<file path="src/lsw_pkg.sv">
// Shared types, constants and register map for the lidar sector wall follower.
`default_nettype none
package lsw_pkg;

	// Sizes
	localparam int MAX_SAMPLES = 1024;
	localparam int RANGE_W     = 16;
	localparam int WIN_W       = 10;
	localparam int SUM_W       = 26;
	localparam int CNT_W       = 11;
	localparam int SPEED_W     = 8;
	localparam int TURN_W      = 11;
	localparam int CFG_N       = 8;
	localparam int PADDR_W     = 5;
	localparam int PDATA_W     = 32;
	localparam int DIV_N       = SUM_W;
	localparam int STEP_W      = $clog2(DIV_N);

	// Saturation limits and command values
	localparam logic [SUM_W-1:0]          SUM_MAX     = {SUM_W{1'b1}};
	localparam logic [CNT_W-1:0]          CNT_MAX     = {CNT_W{1'b1}};
	localparam logic [RANGE_W-1:0]        FMIN_RESET  = {RANGE_W{1'b1}};
	localparam logic [SPEED_W-1:0]        DRIVE_SPEED = 8'd150;
	localparam logic [SPEED_W-1:0]        STOP_SPEED  = 8'd0;
	localparam int                        TURN_LIMIT  = 1000;
	localparam logic signed [TURN_W-1:0]  TURN_LEFT   = 11'sd1000;
	localparam logic signed [TURN_W-1:0]  TURN_RIGHT  = -11'sd1000;

	// Register reset values
	localparam logic [WIN_W-1:0]   FRONT_START_RST = 10'd994;
	localparam logic [WIN_W-1:0]   FRONT_END_RST   = 10'd30;
	localparam logic [WIN_W-1:0]   LEFT_START_RST  = 10'd249;
	localparam logic [WIN_W-1:0]   LEFT_END_RST    = 10'd279;
	localparam logic [WIN_W-1:0]   RIGHT_START_RST = 10'd753;
	localparam logic [WIN_W-1:0]   RIGHT_END_RST   = 10'd783;
	localparam logic [RANGE_W-1:0] STOP_DIST_RST   = 16'd250;
	localparam logic [RANGE_W-1:0] CLIP_DIST_RST   = 16'd400;

	// Register indexes (byte address = 4 * index)
	typedef enum logic [2:0] {
		REG_FRONT_START = 3'd0,
		REG_FRONT_END   = 3'd1,
		REG_LEFT_START  = 3'd2,
		REG_LEFT_END    = 3'd3,
		REG_RIGHT_START = 3'd4,
		REG_RIGHT_END   = 3'd5,
		REG_STOP_DIST   = 3'd6,
		REG_CLIP_DIST   = 3'd7
	} reg_idx_t;

	typedef struct packed {
		logic [WIN_W-1:0]   front_start;
		logic [WIN_W-1:0]   front_end;
		logic [WIN_W-1:0]   left_start;
		logic [WIN_W-1:0]   left_end;
		logic [WIN_W-1:0]   right_start;
		logic [WIN_W-1:0]   right_end;
		logic [RANGE_W-1:0] stop_distance;
		logic [RANGE_W-1:0] clip_distance;
	} cfg_t;

	// Controller states
	typedef enum logic [2:0] {
		ST_ACCUM,
		ST_INIT_L,
		ST_DIV_L,
		ST_INIT_R,
		ST_DIV_R,
		ST_DONE
	} state_t;

	// Controller to datapath
	typedef struct packed {
		logic take;
		logic snap;
		logic div_init;
		logic div_sel;
		logic div_step;
		logic save_left;
		logic load_out;
	} cmd_t;

	// Datapath to controller
	typedef struct packed {
		logic out_busy;
	} sts_t;

endpackage
`default_nettype wire

</file>
<file path="src/lsw_if.sv">
// Request channel interfaces for lidar samples and drive commands.
`default_nettype none
interface lsw_in_if;
	logic                         valid;
	logic                         ready;
	logic [lsw_pkg::RANGE_W-1:0]  range_mm;
	logic                         range_valid;
	logic                         last_sample;

	modport source (output valid, output range_mm, output range_valid,
		output last_sample, input ready);
	modport sink (input valid, input range_mm, input range_valid,
		input last_sample, output ready);
endinterface

interface lsw_out_if;
	logic                               valid;
	logic                               ready;
	logic [lsw_pkg::SPEED_W-1:0]        linear_speed;
	logic signed [lsw_pkg::TURN_W-1:0]  turn_rate;
	logic                               obstacle_ahead;

	modport source (output valid, output linear_speed, output turn_rate,
		output obstacle_ahead, input ready);
	modport sink (input valid, input linear_speed, input turn_rate,
		input obstacle_ahead, output ready);
endinterface
`default_nettype wire

</file>
<file path="src/lsw_regs.sv">
// APB configuration register file for the wall follower.
`default_nettype none
module lsw_regs (
	input  wire logic                          clk,
	input  wire logic                          arst_n,
	input  wire logic                          psel,
	input  wire logic                          penable,
	input  wire logic                          pwrite,
	input  wire logic [lsw_pkg::PADDR_W-1:0]   paddr,
	input  wire logic [lsw_pkg::PDATA_W-1:0]   pwdata,
	output logic      [lsw_pkg::PDATA_W-1:0]   prdata,
	output logic                               pready,
	output lsw_pkg::cfg_t                      cfg
);

	lsw_pkg::cfg_t     cfg_q;
	lsw_pkg::reg_idx_t idx;
	logic              wr_en;

	assign idx   = lsw_pkg::reg_idx_t'(paddr[4:2]);
	assign wr_en = psel && penable && pwrite;
	assign pready = 1'b1;
	assign cfg   = cfg_q;

	// Write registers on the access cycle
	always_ff @(posedge clk or negedge arst_n) begin
		if (!arst_n) begin
			cfg_q.front_start   <= lsw_pkg::FRONT_START_RST;
			cfg_q.front_end     <= lsw_pkg::FRONT_END_RST;
			cfg_q.left_start    <= lsw_pkg::LEFT_START_RST;
			cfg_q.left_end      <= lsw_pkg::LEFT_END_RST;
			cfg_q.right_start   <= lsw_pkg::RIGHT_START_RST;
			cfg_q.right_end     <= lsw_pkg::RIGHT_END_RST;
			cfg_q.stop_distance <= lsw_pkg::STOP_DIST_RST;
			cfg_q.clip_distance <= lsw_pkg::CLIP_DIST_RST;
		end else if (wr_en) begin
			unique case (idx)
				lsw_pkg::REG_FRONT_START: cfg_q.front_start <= pwdata[lsw_pkg::WIN_W-1:0];
				lsw_pkg::REG_FRONT_END:   cfg_q.front_end   <= pwdata[lsw_pkg::WIN_W-1:0];
				lsw_pkg::REG_LEFT_START:  cfg_q.left_start  <= pwdata[lsw_pkg::WIN_W-1:0];
				lsw_pkg::REG_LEFT_END:    cfg_q.left_end    <= pwdata[lsw_pkg::WIN_W-1:0];
				lsw_pkg::REG_RIGHT_START: cfg_q.right_start <= pwdata[lsw_pkg::WIN_W-1:0];
				lsw_pkg::REG_RIGHT_END:   cfg_q.right_end   <= pwdata[lsw_pkg::WIN_W-1:0];
				lsw_pkg::REG_STOP_DIST:   cfg_q.stop_distance <= pwdata[lsw_pkg::RANGE_W-1:0];
				lsw_pkg::REG_CLIP_DIST:   cfg_q.clip_distance <= pwdata[lsw_pkg::RANGE_W-1:0];
				default: ;
			endcase
		end
	end

	// Read back the addressed register
	always_comb begin
		unique case (idx)
			lsw_pkg::REG_FRONT_START: prdata = lsw_pkg::PDATA_W'(cfg_q.front_start);
			lsw_pkg::REG_FRONT_END:   prdata = lsw_pkg::PDATA_W'(cfg_q.front_end);
			lsw_pkg::REG_LEFT_START:  prdata = lsw_pkg::PDATA_W'(cfg_q.left_start);
			lsw_pkg::REG_LEFT_END:    prdata = lsw_pkg::PDATA_W'(cfg_q.left_end);
			lsw_pkg::REG_RIGHT_START: prdata = lsw_pkg::PDATA_W'(cfg_q.right_start);
			lsw_pkg::REG_RIGHT_END:   prdata = lsw_pkg::PDATA_W'(cfg_q.right_end);
			lsw_pkg::REG_STOP_DIST:   prdata = lsw_pkg::PDATA_W'(cfg_q.stop_distance);
			lsw_pkg::REG_CLIP_DIST:   prdata = lsw_pkg::PDATA_W'(cfg_q.clip_distance);
			default:                  prdata = '0;
		endcase
	end

endmodule
`default_nettype wire

</file>
<file path="src/lsw_ctrl.sv">
// Controller: sequences sample intake, the two side divisions and the result load.
`default_nettype none
module lsw_ctrl (
	input  wire logic    clk,
	input  wire logic    arst_n,
	input  wire logic    in_valid,
	input  wire logic    in_last,
	output logic         in_ready,
	input  lsw_pkg::sts_t sts,
	output lsw_pkg::cmd_t cmd
);

	localparam logic [lsw_pkg::STEP_W-1:0] STEP_LAST = lsw_pkg::STEP_W'(lsw_pkg::DIV_N - 1);

	lsw_pkg::state_t             state_q, state_d;
	logic [lsw_pkg::STEP_W-1:0]  step_q;
	logic                        step_end;

	assign step_end = (step_q == STEP_LAST);

	// State register
	always_ff @(posedge clk or negedge arst_n) begin
		if (!arst_n) begin
			state_q <= lsw_pkg::ST_ACCUM;
		end else begin
			state_q <= state_d;
		end
	end

	// Division step counter
	always_ff @(posedge clk or negedge arst_n) begin
		if (!arst_n) begin
			step_q <= '0;
		end else if (cmd.div_init) begin
			step_q <= '0;
		end else if (cmd.div_step) begin
			step_q <= step_q + 1'b1;
		end
	end

	// Next state
	always_comb begin
		state_d = state_q;
		unique case (state_q)
			lsw_pkg::ST_ACCUM:  if (in_valid && in_last) state_d = lsw_pkg::ST_INIT_L;
			lsw_pkg::ST_INIT_L: state_d = lsw_pkg::ST_DIV_L;
			lsw_pkg::ST_DIV_L:  if (step_end) state_d = lsw_pkg::ST_INIT_R;
			lsw_pkg::ST_INIT_R: state_d = lsw_pkg::ST_DIV_R;
			lsw_pkg::ST_DIV_R:  if (step_end) state_d = lsw_pkg::ST_DONE;
			lsw_pkg::ST_DONE:   if (!sts.out_busy) state_d = lsw_pkg::ST_ACCUM;
			default:            state_d = lsw_pkg::ST_ACCUM;
		endcase
	end

	// Commands
	always_comb begin
		in_ready      = (state_q == lsw_pkg::ST_ACCUM);
		cmd.take      = in_ready && in_valid;
		cmd.snap      = in_ready && in_valid && in_last;
		cmd.div_init  = (state_q == lsw_pkg::ST_INIT_L) || (state_q == lsw_pkg::ST_INIT_R);
		cmd.div_sel   = (state_q == lsw_pkg::ST_INIT_R);
		cmd.div_step  = (state_q == lsw_pkg::ST_DIV_L) || (state_q == lsw_pkg::ST_DIV_R);
		cmd.save_left = (state_q == lsw_pkg::ST_INIT_R);
		cmd.load_out  = (state_q == lsw_pkg::ST_DONE) && !sts.out_busy;
	end

	a_last_starts_div: assert property (@(posedge clk) disable iff (!arst_n)
		cmd.snap |=> state_q == lsw_pkg::ST_INIT_L)
		else $error("last sample did not start division");

	a_div_len: assert property (@(posedge clk) disable iff (!arst_n)
		(state_q == lsw_pkg::ST_DIV_L && step_end) |=> state_q == lsw_pkg::ST_INIT_R)
		else $error("left division overran");

	a_load_free: assert property (@(posedge clk) disable iff (!arst_n)
		cmd.load_out |=> state_q == lsw_pkg::ST_ACCUM)
		else $error("result load did not return to intake");

endmodule
`default_nettype wire

</file>
<file path="src/lsw_dp.sv">
// Datapath: window accumulation, shared restoring divider and command formation.
`default_nettype none
module lsw_dp #(
	parameter int MAX_SAMPLES = lsw_pkg::MAX_SAMPLES
) (
	input  wire logic                                clk,
	input  wire logic                                arst_n,
	input  lsw_pkg::cfg_t                            cfg,
	input  lsw_pkg::cmd_t                            cmd,
	output lsw_pkg::sts_t                            sts,
	input  wire logic [lsw_pkg::RANGE_W-1:0]         range_mm,
	input  wire logic                                range_valid,
	output logic                                     out_valid,
	input  wire logic                                out_ready,
	output logic [lsw_pkg::SPEED_W-1:0]              linear_speed,
	output logic signed [lsw_pkg::TURN_W-1:0]        turn_rate,
	output logic                                     obstacle_ahead
);

	localparam int IDX_W = $clog2(MAX_SAMPLES);
	localparam int CMP_W = (IDX_W > lsw_pkg::WIN_W) ? IDX_W : lsw_pkg::WIN_W;
	localparam int SW    = lsw_pkg::SUM_W;
	localparam int CW    = lsw_pkg::CNT_W;
	localparam int RW    = lsw_pkg::RANGE_W;
	localparam logic [IDX_W-1:0] IDX_LAST = IDX_W'(MAX_SAMPLES - 1);
	localparam logic signed [SW:0] LIM_HI = (SW + 1)'(lsw_pkg::TURN_LIMIT);
	localparam logic signed [SW:0] LIM_LO = -((SW + 1)'(lsw_pkg::TURN_LIMIT));

	function automatic logic in_win(input logic [CMP_W-1:0] i, input logic [CMP_W-1:0] s,
		input logic [CMP_W-1:0] e);
		if (s <= e) begin
			return (i >= s) && (i <= e);
		end
		return (i >= s) || (i <= e);
	endfunction

	// Scan accumulators
	logic [IDX_W-1:0] idx_q;
	logic [RW-1:0]    fmin_q;
	logic [SW-1:0]    lsum_q, rsum_q;
	logic [CW-1:0]    lcnt_q, rcnt_q;

	// End-of-scan snapshot
	logic [RW-1:0]    fmin_snap_q;
	logic [SW-1:0]    lsum_snap_q, rsum_snap_q;
	logic [CW-1:0]    lcnt_snap_q, rcnt_snap_q;

	// Divider
	logic [SW-1:0]    quo_q;
	logic [CW-1:0]    rem_q, dvs_q;
	logic [SW-1:0]    lquo_q;

	// Output register
	logic                      out_valid_q;
	logic [lsw_pkg::SPEED_W-1:0] speed_q;
	logic signed [lsw_pkg::TURN_W-1:0] turn_q;
	logic                      obst_q;

	logic              used, hit_f, hit_l, hit_r;
	logic [RW-1:0]     clipped, fmin_d;
	logic [SW:0]       lsum_add, rsum_add;
	logic [SW-1:0]     lsum_d, rsum_d;
	logic [CW-1:0]     lcnt_d, rcnt_d;
	logic [CW:0]       shifted;
	logic [CW+1:0]     trial;
	logic              qbit;
	logic [SW-1:0]     lavg, ravg;
	logic signed [SW:0] diff_s, half_s;
	logic signed [lsw_pkg::TURN_W-1:0] steer;
	logic              obst_d;

	// Classify the sample and form next accumulator values
	always_comb begin
		used    = range_valid && (range_mm != '0);
		clipped = (range_mm > cfg.clip_distance) ? cfg.clip_distance : range_mm;
		hit_f   = used && in_win(CMP_W'(idx_q), CMP_W'(cfg.front_start), CMP_W'(cfg.front_end));
		hit_l   = used && in_win(CMP_W'(idx_q), CMP_W'(cfg.left_start), CMP_W'(cfg.left_end));
		hit_r   = used && in_win(CMP_W'(idx_q), CMP_W'(cfg.right_start), CMP_W'(cfg.right_end));
		fmin_d  = (hit_f && (range_mm < fmin_q)) ? range_mm : fmin_q;
		lsum_add = {1'b0, lsum_q} + (SW + 1)'(clipped);
		rsum_add = {1'b0, rsum_q} + (SW + 1)'(clipped);
		lsum_d  = lsum_q;
		lcnt_d  = lcnt_q;
		rsum_d  = rsum_q;
		rcnt_d  = rcnt_q;
		if (hit_l) begin
			lsum_d = lsum_add[SW] ? lsw_pkg::SUM_MAX : lsum_add[SW-1:0];
			lcnt_d = (lcnt_q == lsw_pkg::CNT_MAX) ? lcnt_q : lcnt_q + 1'b1;
		end
		if (hit_r) begin
			rsum_d = rsum_add[SW] ? lsw_pkg::SUM_MAX : rsum_add[SW-1:0];
			rcnt_d = (rcnt_q == lsw_pkg::CNT_MAX) ? rcnt_q : rcnt_q + 1'b1;
		end
	end

	// Accumulate samples; clear on the last one
	always_ff @(posedge clk or negedge arst_n) begin
		if (!arst_n) begin
			idx_q  <= '0;
			fmin_q <= lsw_pkg::FMIN_RESET;
			lsum_q <= '0;
			lcnt_q <= '0;
			rsum_q <= '0;
			rcnt_q <= '0;
		end else if (cmd.snap) begin
			idx_q  <= '0;
			fmin_q <= lsw_pkg::FMIN_RESET;
			lsum_q <= '0;
			lcnt_q <= '0;
			rsum_q <= '0;
			rcnt_q <= '0;
		end else if (cmd.take) begin
			idx_q  <= (idx_q == IDX_LAST) ? '0 : idx_q + 1'b1;
			fmin_q <= fmin_d;
			lsum_q <= lsum_d;
			lcnt_q <= lcnt_d;
			rsum_q <= rsum_d;
			rcnt_q <= rcnt_d;
		end
	end

	// Hold the finished scan for the divider
	always_ff @(posedge clk) begin
		if (cmd.snap) begin
			fmin_snap_q <= fmin_d;
			lsum_snap_q <= lsum_d;
			lcnt_snap_q <= lcnt_d;
			rsum_snap_q <= rsum_d;
			rcnt_snap_q <= rcnt_d;
		end
	end

	// Restoring divider, one quotient bit a cycle
	always_comb begin
		shifted = {rem_q, quo_q[SW-1]};
		trial   = {1'b0, shifted} - {2'b0, dvs_q};
		qbit    = !trial[CW+1];
	end

	always_ff @(posedge clk) begin
		if (cmd.save_left) begin
			lquo_q <= quo_q;
		end
		if (cmd.div_init) begin
			quo_q <= cmd.div_sel ? rsum_snap_q : lsum_snap_q;
			dvs_q <= cmd.div_sel ? rcnt_snap_q : lcnt_snap_q;
			rem_q <= '0;
		end else if (cmd.div_step) begin
			quo_q <= {quo_q[SW-2:0], qbit};
			rem_q <= qbit ? trial[CW-1:0] : shifted[CW-1:0];
		end
	end

	// Form the drive command from the side averages
	always_comb begin
		lavg   = (lcnt_snap_q == '0) ? SW'(cfg.clip_distance) : lquo_q;
		ravg   = (rcnt_snap_q == '0) ? SW'(cfg.clip_distance) : quo_q;
		obst_d = (fmin_snap_q < cfg.stop_distance);
		diff_s = $signed({1'b0, lavg}) - $signed({1'b0, ravg});
		half_s = (diff_s + $signed({{SW{1'b0}}, diff_s[SW]})) >>> 1;
		if (half_s > LIM_HI) begin
			steer = lsw_pkg::TURN_LEFT;
		end else if (half_s < LIM_LO) begin
			steer = lsw_pkg::TURN_RIGHT;
		end else begin
			steer = half_s[lsw_pkg::TURN_W-1:0];
		end
	end

	// Output register: load a result, drop it once taken
	always_ff @(posedge clk or negedge arst_n) begin
		if (!arst_n) begin
			out_valid_q <= 1'b0;
		end else if (cmd.load_out) begin
			out_valid_q <= 1'b1;
		end else if (out_ready) begin
			out_valid_q <= 1'b0;
		end
	end

	always_ff @(posedge clk) begin
		if (cmd.load_out) begin
			obst_q <= obst_d;
			if (obst_d) begin
				speed_q <= lsw_pkg::STOP_SPEED;
				turn_q  <= (lavg >= ravg) ? lsw_pkg::TURN_LEFT : lsw_pkg::TURN_RIGHT;
			end else begin
				speed_q <= lsw_pkg::DRIVE_SPEED;
				turn_q  <= steer;
			end
		end
	end

	assign sts.out_busy   = out_valid_q && !out_ready;
	assign out_valid      = out_valid_q;
	assign linear_speed   = speed_q;
	assign turn_rate      = turn_q;
	assign obstacle_ahead = obst_q;

	a_snap_clears: assert property (@(posedge clk) disable iff (!arst_n)
		cmd.snap |=> (fmin_q == lsw_pkg::FMIN_RESET) && (lcnt_q == '0) && (rcnt_q == '0))
		else $error("scan state not cleared after last sample");

	a_cnt_grows: assert property (@(posedge clk) disable iff (!arst_n)
		(cmd.take && !cmd.snap) |=> (lcnt_q >= $past(lcnt_q)) && (rcnt_q >= $past(rcnt_q)))
		else $error("side count went down within a scan");

	a_rem_bound: assert property (@(posedge clk) disable iff (!arst_n)
		(cmd.div_step && (dvs_q != '0)) |=> rem_q < dvs_q)
		else $error("divider remainder not below divisor");

endmodule
`default_nettype wire

</file>
<file path="src/lidar_sector_wall_follow.sv">
// Top level of the lidar sector wall follower.
// Takes one range sample per cycle on the samples channel, numbering them from
// zero within a scan (wrapping at MAX_SAMPLES). Valid, nonzero samples lower the
// front-window minimum and add clipped ranges into the left and right window
// sums. The sample marked last closes the scan: the block then stops taking
// samples while one shared restoring divider works out the left and then the
// right side average (a setup state and a division state per side, then a
// load state held until the prior command is taken). The resulting speed
// and turn command sits in an output register, so sampling of the next scan
// resumes while that command waits. Windows, stop and clip distances are set
// through the APB registers at byte addresses 0x00 to 0x1C and should be
// written only between scans.
`default_nettype none
module lidar_sector_wall_follow #(
	parameter int MAX_SAMPLES = lsw_pkg::MAX_SAMPLES
) (
	input  wire logic                         clk,
	input  wire logic                         arst_n,
	lsw_in_if.sink                            samples,
	lsw_out_if.source                         commands,
	input  wire logic                         psel,
	input  wire logic                         penable,
	input  wire logic                         pwrite,
	input  wire logic [lsw_pkg::PADDR_W-1:0]  paddr,
	input  wire logic [lsw_pkg::PDATA_W-1:0]  pwdata,
	output logic      [lsw_pkg::PDATA_W-1:0]  prdata,
	output logic                              pready
);

	lsw_pkg::cfg_t cfg;
	lsw_pkg::cmd_t cmd;
	lsw_pkg::sts_t sts;
	logic          in_ready;

	assign samples.ready = in_ready;

	// Configuration registers
	lsw_regs u_regs (
		.clk     (clk),
		.arst_n  (arst_n),
		.psel    (psel),
		.penable (penable),
		.pwrite  (pwrite),
		.paddr   (paddr),
		.pwdata  (pwdata),
		.prdata  (prdata),
		.pready  (pready),
		.cfg     (cfg)
	);

	// Sequencer
	lsw_ctrl u_ctrl (
		.clk      (clk),
		.arst_n   (arst_n),
		.in_valid (samples.valid),
		.in_last  (samples.last_sample),
		.in_ready (in_ready),
		.sts      (sts),
		.cmd      (cmd)
	);

	// Accumulators, divider and result register
	lsw_dp #(
		.MAX_SAMPLES (MAX_SAMPLES)
	) u_dp (
		.clk            (clk),
		.arst_n         (arst_n),
		.cfg            (cfg),
		.cmd            (cmd),
		.sts            (sts),
		.range_mm       (samples.range_mm),
		.range_valid    (samples.range_valid),
		.out_valid      (commands.valid),
		.out_ready      (commands.ready),
		.linear_speed   (commands.linear_speed),
		.turn_rate      (commands.turn_rate),
		.obstacle_ahead (commands.obstacle_ahead)
	);

endmodule
`default_nettype wire
</file>
<file path="src/flat_wrapper.sv">
// flat-port wrapper written by rule: the top's interface ports become plain ports
module lidar_sector_wall_follow_flat 
#(
	parameter int MAX_SAMPLES = lsw_pkg::MAX_SAMPLES
)
  (clk, arst_n, psel, penable, pwrite, paddr, pwdata, prdata, pready, samples_valid, samples_range_mm, samples_range_valid, samples_last_sample, samples_ready, commands_valid, commands_linear_speed, commands_turn_rate, commands_obstacle_ahead, commands_ready);
  lsw_in_if samples_i ();
  lsw_out_if commands_i ();
  input  wire logic clk;
  input  wire logic arst_n;
  input  wire logic psel;
  input  wire logic penable;
  input  wire logic pwrite;
  input  wire logic [lsw_pkg::PADDR_W-1:0] paddr;
  input  wire logic [lsw_pkg::PDATA_W-1:0] pwdata;
  output logic      [lsw_pkg::PDATA_W-1:0] prdata;
  output logic pready;
  input wire logic [$bits(samples_i.valid)-1:0] samples_valid;
  input wire logic [$bits(samples_i.range_mm)-1:0] samples_range_mm;
  input wire logic [$bits(samples_i.range_valid)-1:0] samples_range_valid;
  input wire logic [$bits(samples_i.last_sample)-1:0] samples_last_sample;
  output wire logic [$bits(samples_i.ready)-1:0] samples_ready;
  output wire logic [$bits(commands_i.valid)-1:0] commands_valid;
  output wire logic [$bits(commands_i.linear_speed)-1:0] commands_linear_speed;
  output wire logic [$bits(commands_i.turn_rate)-1:0] commands_turn_rate;
  output wire logic [$bits(commands_i.obstacle_ahead)-1:0] commands_obstacle_ahead;
  input wire logic [$bits(commands_i.ready)-1:0] commands_ready;
  assign samples_i.valid = samples_valid;
  assign samples_i.range_mm = samples_range_mm;
  assign samples_i.range_valid = samples_range_valid;
  assign samples_i.last_sample = samples_last_sample;
  assign samples_ready = samples_i.ready;
  assign commands_valid = commands_i.valid;
  assign commands_linear_speed = commands_i.linear_speed;
  assign commands_turn_rate = commands_i.turn_rate;
  assign commands_obstacle_ahead = commands_i.obstacle_ahead;
  assign commands_i.ready = commands_ready;
  lidar_sector_wall_follow #(.MAX_SAMPLES(MAX_SAMPLES)) u_core (.clk(clk), .arst_n(arst_n), .samples(samples_i), .commands(commands_i), .psel(psel), .penable(penable), .pwrite(pwrite), .paddr(paddr), .pwdata(pwdata), .prdata(prdata), .pready(pready));
endmodule
</file>
<file path="config.mk">
export PLATFORM = sky130hd
export DESIGN_NAME = lidar_sector_wall_follow_flat
export DESIGN_NICKNAME = d
export VERILOG_FILES = /design/src/lsw_pkg.sv /design/src/lsw_if.sv /design/src/lsw_regs.sv /design/src/lsw_ctrl.sv /design/src/lsw_dp.sv /design/src/lidar_sector_wall_follow.sv /design/src/flat_wrapper.sv
export SDC_FILE = /design/constraint.sdc
export NUM_CORES = 1
export LEC_CHECK = 0
export BUFFER_PORTS_ARGS = -buffer_cell sky130_fd_sc_hd__buf_2
export CAP_MARGIN = 10
export CORE_MARGIN = 4
export CORE_UTILIZATION = 30
export CTS_CLUSTER_SIZE = 12
export DETAILED_ROUTE_END_ITERATION = 12
export SETUP_SLACK_MARGIN = 0.05
export SYNTH_ARGS = -nofsm -noshare
export SYNTH_HDL_FRONTEND = slang
export SYNTH_SLANG_ARGS = --single-unit
</file>
<file path="constraint.sdc">
create_clock -name clk -period 5.45 [get_ports clk]
set_input_delay 0.2725 -clock clk [delete_from_list [all_inputs] [get_ports clk]]
set_output_delay 0.2725 -clock clk [all_outputs]
set_load 0.1 [all_outputs]
</file>
==> results by group <==
Outcome
  – Outcome: complete, but fails checks
  – Failing checks: setup timing

Place
  – Routability Congestion: 0.879
  – Post-DP HPWL: 53400 um
  – PortBufs: 77

Global route
  – GRT Total Usage: 0.158
  – Initial antenna violation count: 0
  – Vias in the first global route: 20300
  – Busiest grt layer: met2
  – Met2 GRT Util: 0.259
  – Grt total ovfl: 0
  – Maximum number of pins on one net before global-route repair: 109
  – Global routing usage on met1: 0.219
  – GR Layer Usage met3: 0.0225
  – Global-route wire length before repair: 113000 um

STA
  – Final period util: 1.03
  – Tmin final: 5620 ps
  – Final hold vios: 0
  – Max_slew headroom: 0.151
  – # setup viols final: 10
  – Least-Margin Pin Slew: 1270 ps
  – Setup tns final: -1140 ps
  – Final setup margin: -169 ps
  – Slew Limit Fails: 0
  – RSZ-0062 raised after global routing: true
  – FMAX: 178 MHz
  – Layout Skew: 28.3 ps
  – Hold WS: 35.0 ps

Logic synthesis
  – Post-synthesis cell type count: 99
  – Mapped Cells: 2691
  – Mapped Area: 0.0252 mm^2
  – Post-synth EDFFs: 166
  – Post-synth top flop: edfxtp_1
  – #FFs+latches synth: 378
  – Sequential area share after synthesis: 0.409
  – Synth warn: 0
  – Syn_area_per_cell: 9.36 um^2
  – Async SR Flop Fraction: 0.532

Finish
  – Area Growth Syn to Fin: 23.0%
  – Diode count: 0
  – Final core occ: 0.375
  – Nets: 3267
  – Layout cells sized above 1: 0.233
  – Fill cells: 8184

Worst hold path
  – Hold crit path type: input port to flop
  – Hold path depth: 3
  – Hold path startpoint: pwdata[7]
  – WHS Endpoint: u_core.u_regs.cfg[7]

Setup path
  – Worst reg2reg setup slack: -170 ps
  – Reg2reg start: u_core.u_dp.rcnt_snap_q[5]
  – Worst setup SP type: flop
  – CP endpoint kind: flop
  – Reg-to-Reg End: u_core.u_dp.turn_rate[3]
  – CP max FO: 6
  – Worst R2R Path Depth: 20
  – Worst Path Required: 5730 ps
  – Critical path class: flop to flop
  – Critical Path AT: 5900 ps

Floorplan
  – Die Area: 0.0886 mm^2
  – Die width: 298 um
  – Site Rows: 105
  – CORE AREA: 0.0826 mm^2
  – Die H: 298 um
  – Ports: 117
  – Initial Utilization: 0.305

Pwr
  – Leakage power: 13.7 nW
  – PwrDens: 542 mW/mm^2
  – Worst VDD drop: 0.000236 V
  – Total power: 0.0168 W

Route
  – DR WL/cell: 17.7 um
  – Routed wire length: 72600 um
  – DRT iter0 DRCs: 1711
  – Via density: 5.14
  – Via count: 21000
  – # DRC: 0
  – Detail Route Antenna Nets: 0
  – Pre-antenna DRT Iters: 5

Clock tree
  – Clock Latency Late Sink: 590 ps
  – Clock Tree Root: clkbuf_16
  – CTS Buffer Depth: 3
  – H-tree levels: 2
  – TritonCTS buffer count: 42
  – CTS tree: built
  – Reg clk slew, reported paths: 60 ps
  – Clock Sinks: 378

Job
  – Max cap viols: 0
==> power breakdown <==
part / internal, W / switching, W
Clock: 0.00168 / 0.00123
Sequential: 0.00401 / 0.000560
Combinational: 0.00406 / 0.00524
==> Yosys cell counts, drive strengths merged (54+ instances only) <==
library cell  number  area (um^2)
mux2i             78          785
o21ai            243         1220
a21oi            164          821
edfxtp           166         4980
nand2            294         1100
nor2             222          833
dfstp             58         1520
ha               211         2640
xnor2             61          534
a21o              54          405
inv              158          593
dfrtp            143         3580
clkbuf           105          394
==> registers in the layout (all words and copies together) (netlist names), 16 cells and up <==
| register | cells |
|---|---|
| u_core.u_regs.cfg | 92 |
| u_core.u_dp.lquo_q | 26 |
| u_core.u_dp.lsum_q | 26 |
| u_core.u_dp.lsum_snap_q | 26 |
| u_core.u_dp.quo_q | 26 |
| u_core.u_dp.rsum_q | 26 |
| u_core.u_dp.rsum_snap_q | 26 |
| u_core.u_dp.fmin_q | 16 |
| u_core.u_dp.fmin_snap_q | 16 |
==> cell usage in the layout (no fill, tap or decap), drive strengths merged, types with 12 or more instances in the layout <==
cell type and n:
a31oi 16, nor2b 31, conb 21, nand2 294
a21boi 12, o31ai 12, dfrtp 143, xnor2 61
a21o 54, nand2b 28, ha 211, a211oi 21
nor2 222, and3 31, nand3 45, inv 162
o21ai 243, o22a 22, xor2 35, o21a 22
nor4 17, a22o 44, nand4 50, buf 375
and2 24, or3 12, clkbuf 69, edfxtp 166
dfstp 58, nor3 50, a21oi 164, mux2i 78
mux2 50
==> per-layer routing <==
layer  share of wire  wire length [um]
met1            0.46             33600
met2            0.46             33300
met3           0.054              3930
met4           0.025              1780
met5               0                 0
==> cell families (layout without fill, tap and decap cells) <==
kind of cell | count (synthesis) | in the layout | share of synthesized area
other | 2 | 21 | 0.000298
buffers and inverters | 308 | 622 | 0.0505
AND/OR/NAND/NOR | 852 | 852 | 0.161
flip-flops | 378 | 378 | 0.409
XOR/XNOR | 96 | 96 | 0.0334
AO/OA/AOI/OAI | 706 | 706 | 0.179
multiplexers | 133 | 133 | 0.0580
adder cells (fa/ha/maj) | 216 | 216 | 0.108
==> critical path: stages, from the launching register on <==
cell and delay (ps):
edfxtp_1 410, nor4_2 340, nand3_2 200, buf_12 200, mux2_4 310, ha_4 170
fa_2 390, nor2b_4 160, o311ai_4 130, buf_6 160, a211o_1 310, a32oi_4 170
and4_1 230, or4b_4 500, or4_1 470, o21ai_1 100, a211oi_2 90, or4_4 540
mux2i_1 190, buf_4 160, o211ai_1 80
==> worst max path at each step <==
| stage | slack [ps] | cells past startpoint | endpoint | start |
|---|---|---|---|---|
| detailed placement | -290 | 26 | u_core.u_dp.turn_rate[0] | u_core.u_dp.rcnt_snap_q[1] |
| CTS | -70 | 20 | u_core.u_dp.turn_rate[3] | u_core.u_dp.rcnt_snap_q[10] |
| global route | -420 | 25 | u_core.u_dp.turn_rate[3] | u_core.u_dp.rcnt_snap_q[5] |
| finish | -170 | 20 | u_core.u_dp.turn_rate[3] | u_core.u_dp.rcnt_snap_q[5] |
| floorplan | 80 | 30 | u_core.u_dp.lsum_q[10] | u_core.u_regs.cfg[1] |
| global placement | -220 | 28 | u_core.u_dp.lsum_q[0] | samples_range_mm[1] |
==> layout make-up <==
type                       count  area, um^2  share of cell area
clock buffer                  68        1290              0.0417
tap                         1070        1340              0.0432
clock inverter                10        97.6             0.00315
multi-input combinational   2024       14400               0.465
timing repair buffer         384        2920              0.0941
sequential                   378       10300               0.333
inverter                     160         603              0.0195
==> through the flow <==
step / setup WS, ps / cells / cell area, um^2
2_1_floorplan: 78.8 / 2710 / 25300
3_3_place_gp: -217 / 3981 / 28500
3_5_place_dp: -293 / 3981 / 28500
4_1_cts: -69.8 / 4080 / 30300
5_1_grt: -424 / 4094 / 31000
6_report: -169 / 4094 / 31000
==> timing repair <==
action,in CTS,in global routing
gates resized for setup,45,117
setup endpoints to repair,72,113
pin swaps,21,64
hold buffers,8,0
hold endpoints to repair,101,0
gates cloned,1,1
buffers inserted,13,14
Note: power is estimated with default switching activity, not from simulation.
